===== config.mk =====
export PLATFORM = sky130hd
export DESIGN_NAME = cst_index
export DESIGN_NICKNAME = d
export VERILOG_FILES = /design/src/hw/rtl/chunked_sparse_tile_store_defines.svh /design/src/hw/rtl/cst_pkg.sv /design/src/hw/rtl/cst_index.sv
export SDC_FILE = /design/constraint.sdc
export NUM_CORES = 1
export LEC_CHECK = 0
export BUFFER_PORTS_ARGS = -buffer_cell sky130_fd_sc_hd__buf_2
export CORE_MARGIN = 2
export CORE_UTILIZATION = 62
export DETAILED_ROUTE_END_ITERATION = 8
export MAX_ROUTING_LAYER = met4
export PLACE_DENSITY = 0.9
export SLEW_MARGIN = 30
export SYNTH_ARGS = -nofsm -noshare
export SYNTH_HDL_FRONTEND = slang
export SYNTH_SLANG_ARGS = --single-unit

===== constraint.sdc =====
create_clock -name vclk -period 11.5
set_input_delay 1.15 -clock vclk [all_inputs]
set_output_delay 1.15 -clock vclk [all_outputs]
set_load 0.05 [all_outputs]

===== src/hw/rtl/chunked_sparse_tile_store_defines.svh =====
// Assertion helpers for the tile store; clk and rst are taken from the using scope.
`ifndef CHUNKED_SPARSE_TILE_STORE_DEFINES_SVH
`define CHUNKED_SPARSE_TILE_STORE_DEFINES_SVH

// Same-cycle implication.
`define CST_CHECK_NOW(label, ante, cons, msg) \
  label: assert property (@(posedge clk) disable iff (rst) (ante) |-> (cons)) \
    else $error(msg);

// Next-cycle implication.
`define CST_CHECK_NEXT(label, ante, cons, msg) \
  label: assert property (@(posedge clk) disable iff (rst) (ante) |=> (cons)) \
    else $error(msg);

`endif


===== src/hw/rtl/cst_pkg.sv =====
package cst_pkg;

  // Defaults for the top-level parameters
  localparam int MAX_CHUNKS_DEF      = 64;
  localparam int MAX_CHUNK_SHIFT_DEF = 4;
  localparam int TILE_BITS_DEF       = 8;

  // Configuration port
  localparam int CFG_INDEX_W = 2;
  localparam int CFG_DATA_W  = 7;

  localparam logic [CFG_INDEX_W-1:0] REG_CHUNK_SHIFT = 2'd0;
  localparam logic [CFG_INDEX_W-1:0] REG_CHUNKS_X    = 2'd1;
  localparam logic [CFG_INDEX_W-1:0] REG_CHUNKS_Y    = 2'd2;
  localparam logic [CFG_INDEX_W-1:0] REG_CHUNKS_Z    = 2'd3;

  localparam logic [2:0] CHUNK_SHIFT_RST = 3'd4;
  localparam logic [6:0] CHUNK_COUNT_RST = 7'd1;

  // Tile values reported as empty
  localparam int EMPTY_VAL_A = 1;
  localparam int EMPTY_VAL_B = 3;
  localparam int EMPTY_VAL_C = 4;

  // Value written over a freshly allocated chunk
  localparam int FILL_VAL = 1;

  typedef enum logic {
    OP_READ  = 1'b0,
    OP_WRITE = 1'b1
  } op_t;

  // Chunk split of one request, handed from the index unit to the sequencer
  typedef struct packed {
    logic        cx_ok;
    logic        cy_ok;
    logic        cz_ok;
    logic [6:0]  cx;
    logic [5:0]  cz;
    logic [13:0] cyx;      // cy * chunks_x
    logic [13:0] prod_xy;  // chunks_x * chunks_y
  } split_t;

endpackage


===== src/hw/rtl/cst_index.sv =====
module cst_index #(
  parameter int MAX_CHUNK_SHIFT = cst_pkg::MAX_CHUNK_SHIFT_DEF
) (
  input  logic [2:0]                 chunk_shift,
  input  logic [6:0]                 chunks_x,
  input  logic [6:0]                 chunks_y,
  input  logic [6:0]                 chunks_z,
  input  logic [15:0]                abs_tile_x,
  input  logic [15:0]                abs_tile_y,
  input  logic [5:0]                 abs_tile_z,
  output cst_pkg::split_t            split,
  output logic [MAX_CHUNK_SHIFT-1:0] rx,
  output logic [MAX_CHUNK_SHIFT-1:0] ry
);

  localparam int SH_W = $clog2(MAX_CHUNK_SHIFT + 1);

  logic [SH_W-1:0]            sh;
  logic [MAX_CHUNK_SHIFT-1:0] mask;
  logic [15:0]                cx_full;
  logic [15:0]                cy_full;

  // shift saturates at the slot side
  always_comb begin
    if (32'(chunk_shift) > MAX_CHUNK_SHIFT) begin
      sh = SH_W'(MAX_CHUNK_SHIFT);
    end else begin
      sh = SH_W'(chunk_shift);
    end
  end

  assign mask    = MAX_CHUNK_SHIFT'((32'd1 << sh) - 32'd1);
  assign cx_full = abs_tile_x >> sh;
  assign cy_full = abs_tile_y >> sh;
  assign rx      = abs_tile_x[MAX_CHUNK_SHIFT-1:0] & mask;
  assign ry      = abs_tile_y[MAX_CHUNK_SHIFT-1:0] & mask;

  assign split.cx_ok   = cx_full < 16'(chunks_x);
  assign split.cy_ok   = cy_full < 16'(chunks_y);
  assign split.cz_ok   = 7'(abs_tile_z) < chunks_z;
  assign split.cx      = cx_full[6:0];
  assign split.cz      = abs_tile_z;
  // low bits suffice: only used once cy < chunks_y
  assign split.cyx     = 14'(cy_full[6:0]) * 14'(chunks_x);
  assign split.prod_xy = 14'(chunks_x) * 14'(chunks_y);

endmodule


* Yosys cells after proc, flatten, opt, wreduce, memory -nomap -nowiden
Cells that the tools add are included.
Word-level totals: logic and storage cells 13, bits of input ports 62, bits in registers 0
Operators by class: muxes and demuxes 1, shift operators 3, bitwise logic cells 2, add/sub/neg operators 1, $mul 2, magnitude comparators 4
Operators with widths (number):
- 16-bit by 7-bit < comparator with 1-bit output | 2
- 16-bit by 3-bit >> shifter with 16-bit output | 2
- 7-bit by 7-bit multiplier with 14-bit output | 2
- 4-bit AND | 2
- 6-bit by 7-bit < comparator with 1-bit output | 1
- 1-bit by 3-bit left shift with 4-bit output, first input constant | 1
- 4-bit by 1-bit subtractor with 4-bit output, second input constant | 1
- 3-bit greater-than comparator, second input constant | 1
- 3-bit 2-to-1 mux | 1

* Depth between registers and ports, before layout
Gate-level depths: netlist of run 1.
depth after elaboration 5, mapped depth 21, mapped depth without buffers 19

* Worst setup path after synthesis of run 1
OpenSTA, ideal clock, no wires.
kind in2out, from input chunk_shift[2], to output split[26] (netlist name), arrival 6.265 ns, path buffers 2, slack 4.085 ns, cell stages on the path 20, cells stage by stage buf_6 > nand2b_4 > buf_6 > mux2_2 > o21ai_0 > o21ai_1 > and2_1 > fa_1 > inv_1 > fa_1 > inv_1 > fa_1 > inv_1 > fa_1 > inv_1 > ha_1 > o21ai_0 > a211o_1 > a311oi_1 > xor2_1
RTL lines:
- from (decl) | line cst_index.sv:4 | input logic [2:0] chunk_shift,
- to (decl) | line cst_index.sv:11 | output cst_pkg::split_t split,

==> results.json, run 1 <==
{
  "grt_pass1_vias": 4019,
  "p_per_area_mw_per_mm2": 171,
  "pre_cts_slack_ns": 3.24,
  "syn2layout_area_growth_pct": 12.4,
  "nClkBuffers": 0,
  "top_level_ports": 114,
  "crit_path_max_fanout": 37,
  "period_needed_ns": 8.30,
  "place_congestion": 0.897,
  "cp.arrival_ns": 7.15,
  "grt.met3_usage": 0.0196,
  "hpwl_um": 9360,
  "cts-resized-gates": 0,
  "ys_seq_area_frac": 0,
  "cpMaxStageDelayCell": "buf_2",
  "cts-hold-fix-buffers": 0,
  "end_kind": "primary output",
  "setup_viol": 0,
  "final_nets": 824,
  "viasPerCell": 5.77,
  "track_usage": 0.297,
  "overflow": 0,
  "ys_top_cells_by_area": "ha_1 (23%), fa_1 (22%), inv_1 (5.9%)",
  "worst_slack_ns": 3.20,
  "post-synth-top-area-fraction": 0.229,
  "post_cts_buffers": 0,
  "postRouteAntennaNets": 0,
  "worstPathCellList": "buf_2 > nand2b_4 > mux2_2 > o21ai_0 > o21ai_1 > and2_1 > fa_1 > inv_1 > fa_1 > inv_1 > fa_1 > inv_1 > fa_1 > inv_1 > ha_1 > o21ai_0 > a21oi_1 > a31o_2 > a21oi_1 > xnor2_1 > buf_2",
  "drv_slew": 0,
  "rows": 30,
  "detailedRoute.firstIterationViolations": 273,
  "flops_and_latches": 0,
  "ff_latch_area_sq_um": 0,
  "syn_area_sq_mm": 0.00443,
  "fmax_mhz": 120,
  "drt-wirelength-per-cell_um": 15.1,
  "antenna_found_initial": 0,
  "drive_gt1_frac": 0.223,
  "grt_pass1_wl_um": 18300,
  "grt_start_max_net_pins": 38,
  "die_h_um": 88.6,
  "drcViolationCount": 0,
  "fp.dieW_um": 88.6,
  "initial_core_util": 0.646,
  "cpPeakStageDelay_ns": 0.58,
  "status": "finished, final reports clean",
  "fin_crit_sh": 0.722,
  "critical_path_class": "input port to primary output",
  "ir_drop_mv": 0.222,
  "fillers": 540,
  "min_path_cells": 2,
  "die_area_sq_mm": 0.00784,
  "hold_viol_final": 0,
  "synth_cells": 539,
  "min_to": "split[28]",
  "vias": 4195,
  "grtUsageMet2": 0.513,
  "critical_path_required_ns": 10.35,
  "antenna_cells": 0,
  "core_area_sq_mm": 0.00687,
  "finalWirelength_um": 11000,
  "grt-busiest-layer": "met2",
  "min_path_type": "input port to primary output",
  "tightest_slew_ns": 0.753,
  "fin_tns_setup_ns": 0,
  "cp_num_buf_inv": 6,
  "synth.avg_cell_area_sq_um": 8.23,
  "rsz0062_at_grt": "false",
  "synth_nets": 730,
  "cap_violations": 0,
  "yosysWarnings": 0,
  "critPathLaunchType": "input port",
  "ys_types": 46,
  "gr-usage-met1": 0.393,
  "crit_family": "adder cells",
  "leakage_uw": 0.00279,
  "dr.pass1.iters": 6,
  "yosys.area.top_type": "ha_1",
  "hold_start": "abs_tile_z[0]",
  "portBuffers": 114,
  "slew_headroom": 0.498
}
## worst max-delay path by stage
stage | slack [ns] | cells after the start | to | from
after floorplan | 4.08 | 20 | split[26] | chunk_shift[2]
after global placement | 3.40 | 21 | split[27] | chunk_shift[2]
after detailed placement | 3.24 | 21 | split[27] | chunk_shift[2]
after CTS | 3.22 | 21 | split[27] | chunk_shift[2]
after global routing | 2.82 | 21 | split[27] | chunk_shift[2]
final | 3.20 | 21 | split[27] | chunk_shift[2]
## logic make-up (layout without fill, tap and decap cells)
logic type / after synthesis / in the layout / synth area share
AND/OR/NAND/NOR: 178 / 178 / 0.188
XOR/XNOR: 21 / 21 / 0.0415
AO/OA/AOI/OAI: 84 / 84 / 0.125
adder cells (fa/ha/maj): 129 / 129 / 0.445
buffers and inverters: 94 / 186 / 0.0923
multiplexers: 33 / 33 / 0.108
## Yosys cell counts (2+ instances only)
cell type,number
buf_2,3
mux4_2,8
nor2_1,60
nand2_1,56
a21oi_1,28
buf_4,7
and2_1,30
nor2b_1,10
a21o_1,11
xor2_1,7
o211ai_1,4
a211o_1,3
mux2i_4,3
clkbuf_1,8
and3_1,2
buf_6,2
nand4_1,3
mux2_2,8
a311oi_1,2
o21a_1,4
nor4_1,2
mux2i_1,14
nand2b_1,3
o21ai_1,3
inv_1,70
fa_1,48
o21ai_0,17
ha_1,81
a31o_2,3
nor3_1,6
xnor2_1,14
nand3b_1,2
a211oi_1,4
## metal layers
layer,up-vias,wire length [um]
li1,1985,-
met1,1981,4530
met2,209,5480
met3,20,864
met4,0,127
met5,-,0
## power by group
group	internal (uW)	switching (uW)	total [uW]
Clock	0	0	0
Combinational	265	587	852
Sequential	0	0	0
Total	265	587	852
## final cells by class
type / instances / area, sq um / share of cell area
inverters: 72 / 270 / 0.0542
repair buffers: 114 / 571 / 0.114
multi-input cells: 445 / 4030 / 0.807
well taps: 96 / 120 / 0.0241
## metrics by stage
step           area, sq um   util  power (uW)  hold WS, ns  std cells
2_1_floorplan         4430      -         685         2.47        539
3_3_place_gp          4990  0.726         829         2.61        727
3_5_place_dp          4990  0.726         851         2.60        727
4_1_cts               4990  0.726         855         2.60        727
5_1_grt               4990  0.726         933         2.61        727
6_report              4990  0.726         852         2.60        727
## placed cells by master, fill, tap and decap left out, types with 4 or more instances in the layout
cell	Yosys	final
xor2_1	7	7
o21a_1	4	4
nand2_1	56	56
ha_1	81	81
nor2b_1	10	10
o21ai_0	17	17
mux2_2	8	8
nor3_1	6	6
and2_1	30	30
a211oi_1	4	4
nor2_1	60	60
fa_1	48	48
mux4_2	8	8
inv_1	70	70
xnor2_1	14	14
a21oi_1	28	28
a21o_1	11	11
o211ai_1	4	4
mux2i_1	14	14
buf_2	3	114
(Power assumes the default switching activity.)
==> inputs of run 2 (changes only) <==
--- a/config.mk
+++ b/config.mk
@@ -5,12 +5,13 @@
 export SDC_FILE = /design/constraint.sdc
 export NUM_CORES = 1
 export LEC_CHECK = 0
+export ABC_AREA = 1
 export BUFFER_PORTS_ARGS = -buffer_cell sky130_fd_sc_hd__buf_2
 export CORE_MARGIN = 2
-export CORE_UTILIZATION = 62
+export CORE_UTILIZATION = 58
 export DETAILED_ROUTE_END_ITERATION = 8
 export MAX_ROUTING_LAYER = met4
-export PLACE_DENSITY = 0.9
+export PLACE_DENSITY = 0.85
 export SLEW_MARGIN = 30
 export SYNTH_ARGS = -nofsm -noshare
 export SYNTH_HDL_FRONTEND = slang
==> constraint.sdc (replaced) <==
create_clock -name vclk -period 7.9
set_input_delay 0.79 -clock vclk [all_inputs]
set_output_delay 0.79 -clock vclk [all_outputs]
set_load 0.05 [all_outputs]
==> results.json, run 2 <==
{
  "antenna_found_initial": 0,
  "grt_start_max_net_pins": 34,
  "dr.pass1.iters": 6,
  "grt_pass1_vias": 4813,
  "ys_seq_area_frac": 0,
  "vias": 4873,
  "detailedRoute.firstIterationViolations": 293,
  "pwr-share-clk": 0,
  "die_h_um": 94.2,
  "post_cts_buffers": 0,
  "switching_share": 0.714,
  "tightest_slew_ns": 0.505,
  "synth-compound-area-share": 0.100,
  "die_area_sq_mm": 0.00887,
  "crit_family": "adder cells",
  "hpwl_um": 10200,
  "fin_crit_sh": 0.915,
  "synth_cells": 714,
  "leakage_uw": 0.00337,
  "cts-hold-fix-buffers": 0,
  "path_common_cell": "inv_1",
  "final_common_cell": "nand2_1",
  "drv_slew": 0,
  "ir_drop_mv": 0.374,
  "period_needed_ns": 7.23,
  "nClkBuffers": 0,
  "end_kind": "primary output",
  "combPwrFrac": 1.000,
  "crit_path_max_fanout": 22,
  "synthTopCellsByCount": "nand2_1 (191), inv_1 (139), ha_1 (81)",
  "track_usage": 0.287,
  "status": "finished, final reports clean",
  "drt-wirelength-per-cell_um": 13.4,
  "seq_power_share": 0,
  "postRouteAntennaNets": 0,
  "slew_headroom": 0.663,
  "synth_fa_ha_area_frac": 0.418,
  "rsz0062_at_grt": "false",
  "dp_cells": 899,
  "critical_path_required_ns": 7.11,
  "muxShareOfSynthArea": 0,
  "critical_path_class": "input port to primary output",
  "viasPerCell": 5.42,
  "core_area_sq_mm": 0.00781,
  "min_path_type": "input port to primary output",
  "critPathLaunchType": "input port",
  "ys_types": 45,
  "antenna_cells": 0,
  "finalWirelength_um": 12000,
  "rows": 32,
  "layout_common_cells": "nand2_1 (191), inv_1 (139), buf_2 (114), ha_1 (81), nor2_1 (57)",
  "cts-resized-gates": 0,
  "cellInternalPower_uw": 395,
  "initial_core_util": 0.604,
  "syn2layout_area_growth_pct": 10.8,
  "synth-simple-area-share": 0.286,
  "top_level_ports": 114,
  "ys_top_cells_by_area": "ha_1 (21%), fa_1 (20%), nand2_1 (15%)",
  "flops_and_latches": 0,
  "drive_gt1_frac": 0.179,
  "drcViolationCount": 0,
  "post-synth-top-area-fraction": 0.215,
  "fp.dieW_um": 94.2,
  "cpPeakStageDelay_ns": 0.53,
  "yosysMostFrequentCell": "nand2_1",
  "synth_nets": 905,
  "yosysWarnings": 0,
  "hold_viol_final": 0,
  "synth_top_family_by_area": "adder cells",
  "p_per_area_mw_per_mm2": 264,
  "synth_xor_area_frac": 0.0390,
  "overflow": 0,
  "portBuffers": 114,
  "finalHoldWorstSlack_ns": 1.88,
  "instances_no_fill": 899,
  "power.switching_uw": 987,
  "yosys.area.top_type": "ha_1",
  "grt_pass1_wl_um": 20500,
  "final_nets": 990,
  "syn_area_sq_mm": 0.00472,
  "cp.arrival_ns": 6.44,
  "setup_viol": 0,
  "fin_tns_setup_ns": 0,
  "cp_num_buf_inv": 10,
  "ff_latch_area_sq_um": 0,
  "place_congestion": 0.905,
  "fmax_mhz": 138,
  "cpMaxStageDelayCell": "fa_1",
  "cap_violations": 0,
  "synth.avg_cell_area_sq_um": 6.61
}
run 2: cell count changes in the layout (fill, tap and decap cells not counted), sizes merged, moves of 10 or more:
cell / delta
and2: -29
nor2b: -10
mux2i: -17
inv: +75
a21o: -10
nand3: +42
nand2: +139
run 2: worst paths after layout:
path,startpoint,end,slack [ns],depth (start not counted)
max,chunk_shift[2],split[25],0.67,25
min,abs_tile_z[0],split[28],1.88,2
run 2: stage by stage:
stage / util / instance area, sq um / setup WS [ns] / power, uW
2_1_floorplan: - / 4720 / 1.53 / 1120
3_3_place_gp: 0.670 / 5230 / 0.882 / 1350
3_5_place_dp: 0.670 / 5230 / 0.681 / 1380
4_1_cts: 0.670 / 5230 / 0.666 / 1390
5_1_grt: 0.670 / 5230 / 0.187 / 1520
6_report: 0.670 / 5230 / 0.671 / 1380
run 2: cell families (layout without fill, tap and decap cells):
logic type / after synthesis / in the layout
compound gates: 71 / 71
xor+xnor: 21 / 21
fa+ha+maj: 129 / 129
buf+inv: 177 / 260
simple gates: 316 / 316
run 2: layout make-up:
| type | instances | area, sq um |
|---|---|---|
| fill | 728 | 2580 |
| multi-input combinational | 537 | 3980 |
| timing repair buffer | 114 | 571 |
| tap | 102 | 128 |
| inverter | 146 | 548 |
run 2: per-layer routing:
layer,vias to the layer above,wire [um],global-route usage,part of all wire
li1,2382,-,-,-
met1,2271,4930,0.349,0.41
met5,-,0,-,0
met3,28,779,0.0120,0.065
met2,192,6010,0.523,0.50
met4,0,304,0.0725,0.025
run 2: power groups by stage:
stage                     registers [uW]  logic [uW]  clock network (uW)
after detailed placement               0        1380                   0
after global routing                   0        1520                   0
final                                  0        1380                   0
after floorplan                        0        1120                   0
after global placement                 0        1350                   0
after CTS                              0        1390                   0
